`src/hw/rtl/cra_pkg.sv`:
```
// Shared types and constants of the crop region accumulator.
package cra_pkg;

   localparam int COORD_BITS = 12;
   localparam int WIDE_BITS = COORD_BITS + 1;
   localparam int SCORE_BITS = 16;
   localparam int MAG_BITS = SCORE_BITS - 1;
   localparam int ACC_BITS = 24;
   localparam int TALLY_BITS = 8;
   localparam int FRAC_BITS = 9;
   localparam int MODE_BITS = 2;
   localparam int QUEUE_DEPTH = 2;

   localparam int REQ_FIELD_BITS = 4 * COORD_BITS + SCORE_BITS;
   localparam int REQ_DATA_BITS = ((REQ_FIELD_BITS + 7) / 8) * 8;
   localparam int RSP_FIELD_BITS = 4 * WIDE_BITS + ACC_BITS + 2 * TALLY_BITS;
   localparam int RSP_DATA_BITS = ((RSP_FIELD_BITS + 7) / 8) * 8;
   localparam int RSP_USER_BITS = 3;

   localparam int CSR_ADDR_BITS = 4;
   localparam int CSR_DATA_BITS = 32;

   typedef logic [COORD_BITS-1:0] coord_type;
   typedef logic [WIDE_BITS-1:0] wide_type;
   typedef logic [ACC_BITS-1:0] acc_type;
   typedef logic [TALLY_BITS-1:0] tally_type;

   localparam logic [MODE_BITS-1:0] MODE_MAX = 2'd0;
   localparam logic [MODE_BITS-1:0] MODE_SUM_REQ = 2'd1;
   localparam logic [MODE_BITS-1:0] MODE_SUM_ALL = 2'd2;
   localparam logic [MODE_BITS-1:0] MODE_ONE = 2'd3;

   localparam logic [1:0] COVER_NOT = 2'd0;
   localparam logic [1:0] COVER_PART = 2'd1;
   localparam logic [1:0] COVER_FULL = 2'd2;

   localparam logic [1:0] REG_TARGET_W = 2'd0;
   localparam logic [1:0] REG_TARGET_H = 2'd1;
   localparam logic [1:0] REG_COVERAGE = 2'd2;
   localparam logic [1:0] REG_MODE = 2'd3;

   // register values after reset
   localparam coord_type TARGET_W_RESET = 12'd1080;
   localparam coord_type TARGET_H_RESET = 12'd1920;
   localparam logic [FRAC_BITS-1:0] COVERAGE_RESET = 9'd179;

   localparam logic [FRAC_BITS-1:0] FRAC_ONE = 9'd256;
   localparam acc_type SCORE_ONE = 24'd256;
   localparam acc_type SCORE_SAT = '1;
   localparam tally_type TALLY_SAT = '1;

   // one classified request waiting for the back end
   typedef struct packed {
      coord_type x;
      coord_type y;
      coord_type w;
      coord_type h;
      wide_type xr;
      wide_type yb;
      wide_type cx;
      wide_type cy;
      coord_type trim_h;
      coord_type trim_v;
      logic score_ok;
      logic [MAG_BITS-1:0] score_mag;
      logic required;
      logic last;
   } item_type;

   // target write strobes and the value being written
   typedef struct packed {
      logic width_we;
      logic height_we;
      coord_type wdata;
   } cfg_type;

   typedef struct packed {
      wide_type x;
      wide_type y;
      wide_type w;
      wide_type h;
      logic region_empty;
      logic required_empty;
      logic required_fits;
      acc_type score;
      tally_type covered;
      tally_type optional;
   } result_type;

endpackage

```
`src/hw/rtl/cra_front.sv`:
```
// Front end: classifies a request and works out its edges, centre and trims.
module cra_front (
   input  cra_pkg::coord_type             rect_x,
   input  cra_pkg::coord_type             rect_y,
   input  cra_pkg::coord_type             rect_width,
   input  cra_pkg::coord_type             rect_height,
   input  logic [cra_pkg::SCORE_BITS-1:0] score,
   input  logic                           must_keep,
   input  logic                           last,
   input  logic [cra_pkg::FRAC_BITS-1:0]  min_coverage_fraction,
   output cra_pkg::item_type              item
);
   import cra_pkg::*;

   localparam int PROD_BITS = COORD_BITS + FRAC_BITS + 1;

   logic [FRAC_BITS-1:0] comp;
   logic [PROD_BITS-1:0] prod_h;
   logic [PROD_BITS-1:0] prod_v;

   // trim per end = ceil((256 - f) * len / 512), f clamped to one
   assign comp = (min_coverage_fraction > FRAC_ONE) ? '0 : FRAC_ONE - min_coverage_fraction;
   assign prod_h = PROD_BITS'(comp) * PROD_BITS'(rect_width) + PROD_BITS'(511);
   assign prod_v = PROD_BITS'(comp) * PROD_BITS'(rect_height) + PROD_BITS'(511);

   always_comb begin
      item.x = rect_x;
      item.y = rect_y;
      item.w = rect_width;
      item.h = rect_height;
      item.xr = WIDE_BITS'(rect_x) + WIDE_BITS'(rect_width);
      item.yb = WIDE_BITS'(rect_y) + WIDE_BITS'(rect_height);
      item.cx = WIDE_BITS'(rect_x) + WIDE_BITS'(rect_width >> 1);
      item.cy = WIDE_BITS'(rect_y) + WIDE_BITS'(rect_height >> 1);
      item.trim_h = prod_h[COORD_BITS+8:9];
      item.trim_v = prod_v[COORD_BITS+8:9];
      item.score_ok = ~score[SCORE_BITS-1];
      item.score_mag = score[MAG_BITS-1:0];
      item.required = must_keep;
      item.last = last;
   end

endmodule

```
`src/hw/rtl/cra_queue.sv`:
```
// Short queue between front and back end.
module cra_queue (
   input  logic              clock,
   input  logic              reset,
   input  logic              push,
   input  cra_pkg::item_type push_item,
   input  logic              pop,
   output cra_pkg::item_type pop_item,
   output logic              not_empty,
   output logic              full
);
   import cra_pkg::*;

   localparam int PTR_BITS = (QUEUE_DEPTH > 1) ? $clog2(QUEUE_DEPTH) : 1;
   localparam int CNT_BITS = $clog2(QUEUE_DEPTH + 1);
   localparam logic [PTR_BITS-1:0] PTR_LAST = PTR_BITS'(QUEUE_DEPTH - 1);
   localparam logic [CNT_BITS-1:0] CNT_FULL = CNT_BITS'(QUEUE_DEPTH);

   item_type slot_ff [QUEUE_DEPTH];
   logic [PTR_BITS-1:0] wr_ptr_ff, wr_ptr_in;
   logic [PTR_BITS-1:0] rd_ptr_ff, rd_ptr_in;
   logic [CNT_BITS-1:0] count_ff, count_in;

   assign not_empty = (count_ff != '0);
   assign full = (count_ff == CNT_FULL);
   assign pop_item = slot_ff[rd_ptr_ff];

   always_comb begin
      wr_ptr_in = wr_ptr_ff;
      rd_ptr_in = rd_ptr_ff;
      count_in = count_ff;
      if (push) begin
         wr_ptr_in = (wr_ptr_ff == PTR_LAST) ? '0 : wr_ptr_ff + 1'b1;
      end
      if (pop) begin
         rd_ptr_in = (rd_ptr_ff == PTR_LAST) ? '0 : rd_ptr_ff + 1'b1;
      end
      if (push && !pop) begin
         count_in = count_ff + 1'b1;
      end else if (pop && !push) begin
         count_in = count_ff - 1'b1;
      end
   end

   always_ff @(posedge clock) begin
      if (reset) begin
         wr_ptr_ff <= '0;
         rd_ptr_ff <= '0;
         count_ff <= '0;
      end else begin
         wr_ptr_ff <= wr_ptr_in;
         rd_ptr_ff <= rd_ptr_in;
         count_ff <= count_in;
      end
   end

   always_ff @(posedge clock) begin
      if (push) begin
         slot_ff[wr_ptr_ff] <= push_item;
      end
   end

   a_no_overflow: assert property (@(posedge clock) disable iff (reset)
      full |-> !push || pop)
      else $error("queue written while full");

   a_no_underflow: assert property (@(posedge clock) disable iff (reset)
      pop |-> not_empty)
      else $error("queue read while empty");

endmodule

```
`src/hw/rtl/cra_back.sv`:
```
// Back end: merges requests into the crop, keeps frame state, holds the result.
module cra_back (
   input  logic                          clock,
   input  logic                          reset,
   input  cra_pkg::item_type             item,
   input  logic                          item_valid,
   output logic                          pop,
   input  cra_pkg::cfg_type              cfg,
   input  cra_pkg::coord_type            width_cap,
   input  cra_pkg::coord_type            height_cap,
   input  logic [cra_pkg::MODE_BITS-1:0] score_mode,
   output cra_pkg::result_type           result,
   output logic                          result_valid,
   input  logic                          result_ready
);
   import cra_pkg::*;

   typedef struct packed {
      logic [1:0] grade;
      wide_type l;
      wide_type r;
   } merge_type;

   function automatic wide_type wmax(input wide_type a, input wide_type b);
      return (a > b) ? a : b;
   endfunction

   function automatic wide_type wmin(input wide_type a, input wide_type b);
      return (a < b) ? a : b;
   endfunction

   function automatic merge_type merge_axis(input wide_type al, input wide_type ar,
                                            input wide_type bl, input wide_type br,
                                            input coord_type trim, input wide_type lim);
      wide_type fl, fr, cl, cr;
      merge_type m;
      fl = wmin(al, bl);
      fr = wmax(ar, br);
      cl = wmin(al + WIDE_BITS'(trim), bl);
      cr = wmax(ar - WIDE_BITS'(trim), br);
      if (fr - fl <= lim) begin
         m.grade = COVER_FULL;
         m.l = fl;
         m.r = fr;
      end else if (cr - cl <= lim) begin
         m.grade = COVER_PART;
         m.l = cl;
         m.r = cr;
      end else begin
         m.grade = COVER_NOT;
         m.l = bl;
         m.r = br;
      end
      return m;
   endfunction

   function automatic acc_type add_score(input acc_type acc, input logic ok,
                                         input logic [MAG_BITS-1:0] mag, input logic req,
                                         input logic [MODE_BITS-1:0] mode);
      logic [ACC_BITS:0] sum;
      acc_type res;
      sum = {1'b0, acc} + (ACC_BITS + 1)'(mag);
      res = acc;
      if (ok) begin
         case (mode)
            MODE_MAX: res = (ACC_BITS'(mag) > acc) ? ACC_BITS'(mag) : acc;
            MODE_SUM_REQ: begin
               if (req) begin
                  res = sum[ACC_BITS] ? SCORE_SAT : sum[ACC_BITS-1:0];
               end
            end
            MODE_SUM_ALL: res = sum[ACC_BITS] ? SCORE_SAT : sum[ACC_BITS-1:0];
            default: res = SCORE_ONE;
         endcase
      end
      return res;
   endfunction

   wide_type crop_left_ff, crop_left_in;
   wide_type crop_top_ff, crop_top_in;
   wide_type crop_w_ff, crop_w_in;
   wide_type crop_h_ff, crop_h_in;
   logic crop_is_empty_ff, crop_is_empty_in;
   logic seen_required_ff, seen_required_in;
   wide_type limit_w_ff, limit_w_in;
   wide_type limit_h_ff, limit_h_in;
   acc_type score_acc_ff, score_acc_in;
   tally_type covered_tally_ff, covered_tally_in;
   tally_type optional_tally_ff, optional_tally_in;
   logic result_valid_ff, result_valid_in;
   result_type result_ff, result_in;

   wide_type base_l, base_r, base_t, base_b;
   merge_type mh, mv;

   // a last request may only leave the queue once the result slot is free
   assign pop = item_valid && (!item.last || !result_valid_ff || result_ready);
   assign result_valid = result_valid_ff;
   assign result = result_ff;

   always_comb begin
      // an empty crop stands in as a point at the request's centre
      base_l = crop_is_empty_ff ? item.cx : crop_left_ff;
      base_r = crop_is_empty_ff ? item.cx : crop_left_ff + crop_w_ff;
      base_t = crop_is_empty_ff ? item.cy : crop_top_ff;
      base_b = crop_is_empty_ff ? item.cy : crop_top_ff + crop_h_ff;
      mh = merge_axis(WIDE_BITS'(item.x), item.xr, base_l, base_r, item.trim_h, limit_w_ff);
      mv = merge_axis(WIDE_BITS'(item.y), item.yb, base_t, base_b, item.trim_v, limit_h_ff);
   end

   always_comb begin
      crop_left_in = crop_left_ff;
      crop_top_in = crop_top_ff;
      crop_w_in = crop_w_ff;
      crop_h_in = crop_h_ff;
      crop_is_empty_in = crop_is_empty_ff;
      seen_required_in = seen_required_ff;
      limit_w_in = limit_w_ff;
      limit_h_in = limit_h_ff;
      score_acc_in = score_acc_ff;
      covered_tally_in = covered_tally_ff;
      optional_tally_in = optional_tally_ff;
      result_in = '0;
      if (pop) begin
         if (item.required) begin
            if (crop_is_empty_ff) begin
               crop_left_in = WIDE_BITS'(item.x);
               crop_top_in = WIDE_BITS'(item.y);
               crop_w_in = WIDE_BITS'(item.w);
               crop_h_in = WIDE_BITS'(item.h);
            end else begin
               crop_left_in = wmin(WIDE_BITS'(item.x), crop_left_ff);
               crop_top_in = wmin(WIDE_BITS'(item.y), crop_top_ff);
               crop_w_in = wmax(item.xr, crop_left_ff + crop_w_ff) - crop_left_in;
               crop_h_in = wmax(item.yb, crop_top_ff + crop_h_ff) - crop_top_in;
            end
            crop_is_empty_in = 1'b0;
            seen_required_in = 1'b1;
            limit_w_in = wmax(limit_w_ff, crop_w_in);
            limit_h_in = wmax(limit_h_ff, crop_h_in);
            score_acc_in = add_score(score_acc_ff, item.score_ok, item.score_mag, 1'b1,
                                     score_mode);
         end else begin
            if (optional_tally_ff != TALLY_SAT) begin
               optional_tally_in = optional_tally_ff + 1'b1;
            end
            if (mh.grade != COVER_NOT && mv.grade != COVER_NOT) begin
               crop_left_in = mh.l;
               crop_top_in = mv.l;
               crop_w_in = mh.r - mh.l;
               crop_h_in = mv.r - mv.l;
               crop_is_empty_in = 1'b0;
               if (mh.grade == COVER_FULL && mv.grade == COVER_FULL) begin
                  if (covered_tally_ff != TALLY_SAT) begin
                     covered_tally_in = covered_tally_ff + 1'b1;
                  end
                  score_acc_in = add_score(score_acc_ff, item.score_ok, item.score_mag,
                                           1'b0, score_mode);
               end
            end
         end
         result_in.x = crop_is_empty_in ? '0 : crop_left_in;
         result_in.y = crop_is_empty_in ? '0 : crop_top_in;
         result_in.w = crop_is_empty_in ? '0 : crop_w_in;
         result_in.h = crop_is_empty_in ? '0 : crop_h_in;
         result_in.region_empty = crop_is_empty_in;
         result_in.required_empty = !seen_required_in;
         result_in.required_fits = !seen_required_in ||
            (limit_w_in <= WIDE_BITS'(width_cap) && limit_h_in <= WIDE_BITS'(height_cap));
         result_in.score = score_acc_in;
         result_in.covered = covered_tally_in;
         result_in.optional = optional_tally_in;
         if (item.last) begin
            crop_left_in = '0;
            crop_top_in = '0;
            crop_w_in = '0;
            crop_h_in = '0;
            crop_is_empty_in = 1'b1;
            seen_required_in = 1'b0;
            limit_w_in = WIDE_BITS'(width_cap);
            limit_h_in = WIDE_BITS'(height_cap);
            score_acc_in = '0;
            covered_tally_in = '0;
            optional_tally_in = '0;
         end
      end else begin
         // the user must make target writes only while idle (unenforced); the new value comes with the strobe
         if (cfg.width_we) begin
            limit_w_in = seen_required_ff ? wmax(WIDE_BITS'(cfg.wdata), crop_w_ff)
                                          : WIDE_BITS'(cfg.wdata);
         end
         if (cfg.height_we) begin
            limit_h_in = seen_required_ff ? wmax(WIDE_BITS'(cfg.wdata), crop_h_ff)
                                          : WIDE_BITS'(cfg.wdata);
         end
      end
   end

   always_comb begin
      result_valid_in = result_valid_ff;
      if (pop && item.last) begin
         result_valid_in = 1'b1;
      end else if (result_ready) begin
         result_valid_in = 1'b0;
      end
   end

   always_ff @(posedge clock) begin
      if (reset) begin
         crop_left_ff <= '0;
         crop_top_ff <= '0;
         crop_w_ff <= '0;
         crop_h_ff <= '0;
         crop_is_empty_ff <= 1'b1;
         seen_required_ff <= 1'b0;
         limit_w_ff <= WIDE_BITS'(TARGET_W_RESET);
         limit_h_ff <= WIDE_BITS'(TARGET_H_RESET);
         score_acc_ff <= '0;
         covered_tally_ff <= '0;
         optional_tally_ff <= '0;
         result_valid_ff <= 1'b0;
      end else begin
         crop_left_ff <= crop_left_in;
         crop_top_ff <= crop_top_in;
         crop_w_ff <= crop_w_in;
         crop_h_ff <= crop_h_in;
         crop_is_empty_ff <= crop_is_empty_in;
         seen_required_ff <= seen_required_in;
         limit_w_ff <= limit_w_in;
         limit_h_ff <= limit_h_in;
         score_acc_ff <= score_acc_in;
         covered_tally_ff <= covered_tally_in;
         optional_tally_ff <= optional_tally_in;
         result_valid_ff <= result_valid_in;
      end
   end

   always_ff @(posedge clock) begin
      if (pop && item.last) begin
         result_ff <= result_in;
      end
   end

   a_clear_after_last: assert property (@(posedge clock) disable iff (reset)
      (pop && item.last) |=> crop_is_empty_ff && !seen_required_ff && result_valid_ff)
      else $error("frame state not cleared after result");

   a_tally_order: assert property (@(posedge clock) disable iff (reset)
      covered_tally_ff <= optional_tally_ff)
      else $error("covered tally above optional tally");

   a_limit_covers_crop: assert property (@(posedge clock) disable iff (reset)
      seen_required_ff |-> (limit_w_ff >= crop_w_ff && limit_h_ff >= crop_h_ff))
      else $error("limit below required crop size");

endmodule

```
`src/hw/rtl/crop_region_accumulator_core.sv`:
```
// Top level of the crop region accumulator: stream ports, register file, front, queue, back.
//
// Builds one crop region per frame from a stream of detection rectangles, one per request,
// required rectangles first. Required rectangles are unioned into the crop and the size
// limit grows to cover them; each non-required rectangle is merged per axis, fully, by its
// trimmed core, or not at all. Scores gather in unsigned Q16.8 by score_mode and saturate.
// The request marked by tlast makes one result and clears the frame state. Throughput is
// one request per clock: the front end (edges, centre, trim multiplies) writes a two-entry
// queue, and the back end merges one queued request per cycle against the crop registers.
// A last request's result is presented in the cycle after it is taken and then sits in an
// output register; only a last request waiting on a full output register stalls the back
// end. Registers lie at byte addresses 0 (target width), 4 (target height),
// 8 (min_coverage_fraction) and 12 (score_mode); write them only while the block is idle.
module crop_region_accumulator_core (
   input  logic                                clock,
   input  logic                                reset,
   // req_tdata: rect_x, rect_y, rect_width, rect_height, score (lowest bit up)
   input  logic                                req_tvalid,
   output logic                                req_tready,
   input  logic [cra_pkg::REQ_DATA_BITS-1:0]   req_tdata,
   // req_tuser: required flag
   input  logic                                req_tuser,
   input  logic                                req_tlast,
   // rsp_tdata: region_x, region_y, region_width, region_height, region_score,
   //            covered_count, optional_count (lowest bit up)
   output logic                                rsp_tvalid,
   input  logic                                rsp_tready,
   output logic [cra_pkg::RSP_DATA_BITS-1:0]   rsp_tdata,
   // rsp_tuser: region_empty, required_empty, required_fits (lowest bit up)
   output logic [cra_pkg::RSP_USER_BITS-1:0]   rsp_tuser,
   input  logic                                csr_psel,
   input  logic                                csr_penable,
   input  logic                                csr_pwrite,
   input  logic [cra_pkg::CSR_ADDR_BITS-1:0]   csr_paddr,
   input  logic [cra_pkg::CSR_DATA_BITS-1:0]   csr_pwdata,
   output logic [cra_pkg::CSR_DATA_BITS-1:0]   csr_prdata,
   output logic                                csr_pready
);
   import cra_pkg::*;

   coord_type tgt_w_ff;
   coord_type tgt_h_ff;
   logic [FRAC_BITS-1:0] coverage_ff;
   logic [MODE_BITS-1:0] score_mode_ff;

   logic csr_we;
   logic [1:0] csr_index;
   cfg_type cfg;

   item_type front_item;
   item_type queue_item;
   logic queue_valid;
   logic queue_full;
   logic back_pop;
   logic push;
   result_type result;

   // register file
   assign csr_pready = 1'b1;
   assign csr_index = csr_paddr[3:2];
   assign csr_we = csr_psel && csr_penable && csr_pwrite;
   assign cfg.width_we = csr_we && (csr_index == REG_TARGET_W);
   assign cfg.height_we = csr_we && (csr_index == REG_TARGET_H);
   assign cfg.wdata = csr_pwdata[COORD_BITS-1:0];

   always_ff @(posedge clock) begin
      if (reset) begin
         tgt_w_ff <= TARGET_W_RESET;
         tgt_h_ff <= TARGET_H_RESET;
         coverage_ff <= COVERAGE_RESET;
         score_mode_ff <= MODE_SUM_ALL;
      end else if (csr_we) begin
         unique case (csr_index)
            REG_TARGET_W: tgt_w_ff <= csr_pwdata[COORD_BITS-1:0];
            REG_TARGET_H: tgt_h_ff <= csr_pwdata[COORD_BITS-1:0];
            REG_COVERAGE: coverage_ff <= csr_pwdata[FRAC_BITS-1:0];
            REG_MODE: score_mode_ff <= csr_pwdata[MODE_BITS-1:0];
            default: ;
         endcase
      end
   end

   always_comb begin
      unique case (csr_index)
         REG_TARGET_W: csr_prdata = CSR_DATA_BITS'(tgt_w_ff);
         REG_TARGET_H: csr_prdata = CSR_DATA_BITS'(tgt_h_ff);
         REG_COVERAGE: csr_prdata = CSR_DATA_BITS'(coverage_ff);
         REG_MODE: csr_prdata = CSR_DATA_BITS'(score_mode_ff);
         default: csr_prdata = '0;
      endcase
   end

   // a request is taken whenever the queue has room
   assign req_tready = !queue_full;
   assign push = req_tvalid && req_tready;

   cra_front u_front (
      .rect_x                (req_tdata[COORD_BITS-1:0]),
      .rect_y                (req_tdata[2*COORD_BITS-1:COORD_BITS]),
      .rect_width            (req_tdata[3*COORD_BITS-1:2*COORD_BITS]),
      .rect_height           (req_tdata[4*COORD_BITS-1:3*COORD_BITS]),
      .score                 (req_tdata[4*COORD_BITS+SCORE_BITS-1:4*COORD_BITS]),
      .must_keep             (req_tuser),
      .last                  (req_tlast),
      .min_coverage_fraction (coverage_ff),
      .item                  (front_item)
   );

   cra_queue u_queue (
      .clock     (clock),
      .reset     (reset),
      .push      (push),
      .push_item (front_item),
      .pop       (back_pop),
      .pop_item  (queue_item),
      .not_empty (queue_valid),
      .full      (queue_full)
   );

   cra_back u_back (
      .clock         (clock),
      .reset         (reset),
      .item          (queue_item),
      .item_valid    (queue_valid),
      .pop           (back_pop),
      .cfg           (cfg),
      .width_cap     (tgt_w_ff),
      .height_cap    (tgt_h_ff),
      .score_mode    (score_mode_ff),
      .result        (result),
      .result_valid  (rsp_tvalid),
      .result_ready  (rsp_tready)
   );

   // pack the result, first field lowest
   assign rsp_tdata = RSP_DATA_BITS'({result.optional, result.covered, result.score,
                                      result.h, result.w, result.y, result.x});
   assign rsp_tuser = {result.required_fits, result.required_empty, result.region_empty};

endmodule
```
`config.mk`:
```
export PLATFORM = sky130hd
export DESIGN_NAME = crop_region_accumulator_core
export DESIGN_NICKNAME = d
export VERILOG_FILES = /design/src/hw/rtl/cra_pkg.sv /design/src/hw/rtl/cra_front.sv /design/src/hw/rtl/cra_queue.sv /design/src/hw/rtl/cra_back.sv /design/src/hw/rtl/crop_region_accumulator_core.sv
export SDC_FILE = /design/constraint.sdc
export NUM_CORES = 2
export LEC_CHECK = 0
export BUFFER_PORTS_ARGS = -buffer_cell sky130_fd_sc_hd__buf_2
export CORE_ASPECT_RATIO = 1.5
export CORE_MARGIN = 10
export CORE_UTILIZATION = 58
export DETAILED_ROUTE_END_ITERATION = 7
export PLACE_DENSITY = 0.76
export SYNTH_ARGS = -nofsm -noshare
export SYNTH_HDL_FRONTEND = slang
export SYNTH_SLANG_ARGS = --single-unit
```
`constraint.sdc`:
```
create_clock -name clock -period 12.45 [get_ports clock]
set_clock_uncertainty 0.1 [all_clocks]
set_input_delay 0.6225 -clock clock [delete_from_list [all_inputs] [get_ports clock]]
set_output_delay 0.6225 -clock clock [all_outputs]
set_load 0.02 [all_outputs]
```
==> implementation parameters <==
Parameter                              Value

Run status
  Result of the run    completed

Logic synthesis
  Post-synthesis sequential element count    540
  Leading register cell type out of synthesis    sky130_fd_sc_hd__edfxtp_1
  Fraction of synthesized cell area taken by the top area cell type    23.2%
  Count of mapped cells out of synthesis    5392
  Number of enable flip-flop cells after synthesis    379
  Synthesized area per cell    9.08 sq um
  Sequential area share after synthesis    29.8%
  Number of distinct library cells after synthesis    96
  Share of async-settable or async-resettable flops after synthesis    0%
  Most common cell in the netlist    sky130_fd_sc_hd__ha_1
  Area contributors post-synth    sky130_fd_sc_hd__edfxtp_1, sky130_fd_sc_hd__ha_1, sky130_fd_sc_hd__fa_1, sky130_fd_sc_hd__dfxtp_1, sky130_fd_sc_hd__mux2i_1
  Cell taking the most area after synthesis    sky130_fd_sc_hd__edfxtp_1
  Area of the mapped netlist    49000 sq um
  Cell types with the highest counts after synthesis    sky130_fd_sc_hd__ha_1, sky130_fd_sc_hd__inv_1, sky130_fd_sc_hd__nand2_1, sky130_fd_sc_hd__nor2_1, sky130_fd_sc_hd__edfxtp_1
  Warnings from Yosys    0

CTS
  Htree depth    2
  Clock-pin slew on the worst setup and hold paths    70 ps
  # clock sinks    540
  Hold-fix buffer count after cts    0
  Clock Path Buffers    3
  CTS tree    done
  CTS Buf Count    53
  CTS Root Cell    sky130_fd_sc_hd__clkbuf_16
  Clock latency of the later-clocked register in the worst-skew pair    650 ps

Floorplanning
  Die height    376 um
  Starting Density    58.4%
  Core box area    83800 sq um
  Boundary pin count    243
  Die Area    96700 sq um
  Row count    130
  Die width    257 um

STA
  Total setup violations reported at the end of the flow    0
  Hold Vio Cnt, Final    0
  Final critical-path share of the clock period    95.0%
  Final hold slack    48.1 ps
  Worst slew margin relative to its limit    21.3%
  Highest clock frequency the design can meet    84.6 MHz
  Slew of the pin with the lowest slew margin    1170 ps
  Minimum period implied by the final worst setup slack    11830 ps
  Max-slew violations    0
  Final setup TNS    0 ps

Cells and area
  Total number of nets in the final design    6555
  End-of-flow core utilization    64.7%
  Share of cells above drive strength 1    12.0%
  Area growth from synthesis to final layout    10.7%

Setup path
  Worst EP arrival    12230 ps
  Kind of critical path    register to register
  Crit path capture type    register
  Reg2reg path depth    50
  Most prevalent standard cell on the critical path    sky130_fd_sc_hd__o21ai_0
  Kind of launch point of the worst setup path    register
  Worst setup path start    u_back.crop_h_ff[1]
  Crit-path slowest cell    sky130_fd_sc_hd__a31oi_1
  Max incr delay on CP    720 ps
  Startpoint of the worst register-to-register path    u_back.crop_h_ff[1]
  Top fanout value on the critical path    7
  Data required time at the worst endpoint    12850 ps

Worst hold path
  Type of the most critical hold path    input pin to register
  Launch instance of the worst min-delay path    req_tdata[51]
  Worst hold path depth    1

Placed design
  Placer's final routability congestion estimate    1.04
  Port Buffer Count    195
  DP HPWL    139 mm

Drt
  DRC violation count after routing    0
  Detailed-route wire length    173 mm
  Number of nets with antenna violations after routing    0
  Initial drt markers    3706
  Wire length per cell after detailed routing    25.4 um
  Per-cell via count in the routed design    6.23
  First-pass iteration count of the detailed router    8
  Count of vias placed by the detailed router    42500

Global routing
  Largest net degree at the start of global routing    74
  First-pass GRT wire length    256 mm
  Number of antenna violations at the first check in global routing    5
  Number of global-route vias before repair    42100
  Total routing resource utilization after global routing    34.9%
  GRT overflow    0

Flow run
  Count of max-cap constraint violations    0
==> final cells by class <==
| type | count | area, sq um |
|---|---|---|
| repair buffers | 419 | 2700 |
| multi-input cells | 4120 | 31800 |
| well taps | 1122 | 1400 |
| clock inverters | 38 | 364 |
| clock buffers | 61 | 1400 |
| diodes | 5 | 12.5 |
| fillers | 6984 | 29600 |
| flip-flops and latches | 540 | 14600 |
| inverters | 521 | 1960 |
==> final timing paths <==
path | to | slack (ps)
max reg2reg | u_back.result[40] | 620
min | u_queue.slot_ff[0][5] | 50
min reg2reg | tgt_w_ff[1] | 390
max | u_back.result[40] | 620
==> layer usage <==
metal / routed length [um] / global-route usage (%)
met3: 12900 / 5.24
met2: 81100 / 58.4
met5: 23 / 0
met1: 64700 / 40.4
met4: 14600 / 24.8
==> cells by family (layout without fill, tap and decap cells) <==
group / after synthesis / in the layout / synth area share (%)
buffers and inverters: 755 / 1039 / 6.08
AOI/OAI and AO/OA: 1360 / 1360 / 17.7
muxes: 297 / 297 / 6.35
and+or+nand+nor: 1421 / 1421 / 13.1
xor gates and xnor gates: 221 / 221 / 3.97
other: 2 / 30 / 0.0153
adders and majority gates: 796 / 796 / 22.9
DFF: 540 / 540 / 29.8
==> flip-flops by register name, summed over array words and instances (netlist names), 2 cells and up, named ones only <==
| signal | count |
|---|---|
| u_back.limit_w_ff | 13 |
| u_back.optional_tally_ff | 8 |
| u_queue.count_ff | 2 |
| score_mode_ff | 2 |
| u_back.limit_h_ff | 13 |
| u_back.crop_left_ff | 13 |
| coverage_ff | 9 |
| u_back.crop_h_ff | 13 |
| u_back.crop_w_ff | 13 |
| tgt_h_ff | 12 |
| u_back.covered_tally_ff | 8 |
| u_back.result | 95 |
| u_queue.slot_ff | 284 |
| u_back.score_acc_ff | 24 |
| tgt_w_ff | 12 |
| u_back.crop_top_ff | 13 |
==> cells in the final DEF (no fill, tap or decap), types with 23 or more instances in the layout <==
cell and instances:
sky130_fd_sc_hd__nand4_1 44, sky130_fd_sc_hd__and3_1 23, sky130_fd_sc_hd__a21oi_1 368, sky130_fd_sc_hd__xnor2_1 147, sky130_fd_sc_hd__a211oi_1 44, sky130_fd_sc_hd__dfxtp_1 159, sky130_fd_sc_hd__mux2_2 77, sky130_fd_sc_hd__nand2b_1 45
sky130_fd_sc_hd__a22oi_1 33, sky130_fd_sc_hd__nor2b_1 68, sky130_fd_sc_hd__o21ai_1 24, sky130_fd_sc_hd__mux2i_1 209, sky130_fd_sc_hd__a21boi_0 32, sky130_fd_sc_hd__nor3_1 70, sky130_fd_sc_hd__nor2_1 418, sky130_fd_sc_hd__o211ai_1 43
sky130_fd_sc_hd__nand2_1 501, sky130_fd_sc_hd__o21a_1 74, sky130_fd_sc_hd__nand3_1 70, sky130_fd_sc_hd__edfxtp_1 379, sky130_fd_sc_hd__ha_1 624, sky130_fd_sc_hd__o22ai_1 40, sky130_fd_sc_hd__buf_2 194, sky130_fd_sc_hd__o21bai_1 38
sky130_fd_sc_hd__a211o_1 24, sky130_fd_sc_hd__xor2_1 69, sky130_fd_sc_hd__clkbuf_16 55, sky130_fd_sc_hd__inv_1 518, sky130_fd_sc_hd__o21ai_0 321, sky130_fd_sc_hd__a21o_1 82, sky130_fd_sc_hd__fa_1 167, sky130_fd_sc_hd__conb_1 25
sky130_fd_sc_hd__buf_4 222, sky130_fd_sc_hd__and2_1 103
==> critical path: cells and delay by family (launching register included) <==
kind / cells / cell delay, ps
and+or+nand+nor: 11 / 1770
buffers and inverters: 2 / 330
DFF: 1 / 450
adders and majority gates: 6 / 2220
AOI/OAI and AO/OA: 30 / 6630
xor gates and xnor gates: 1 / 160
==> metrics by stage <==
stage / worst slack (ps) / cell area (sq um) / cells
after global routing: -26.1 / 54200 / 6823
after CTS: 83.3 / 53900 / 6809
after detailed placement: 130 / 52200 / 6710
after floorplan: 46.3 / 49100 / 5415
final: 624 / 54200 / 6826
after global placement: 219 / 52200 / 6710
==> timing repair <==
item,CTS,global route
endpoints found under the hold margin,0,0
buffers inserted,0,11
resized for setup,0,56
setup endpoints to repair,0,15
Power is not shown: default switching activity piles up to over one toggle a cycle in this logic, so the estimate is an artifact.
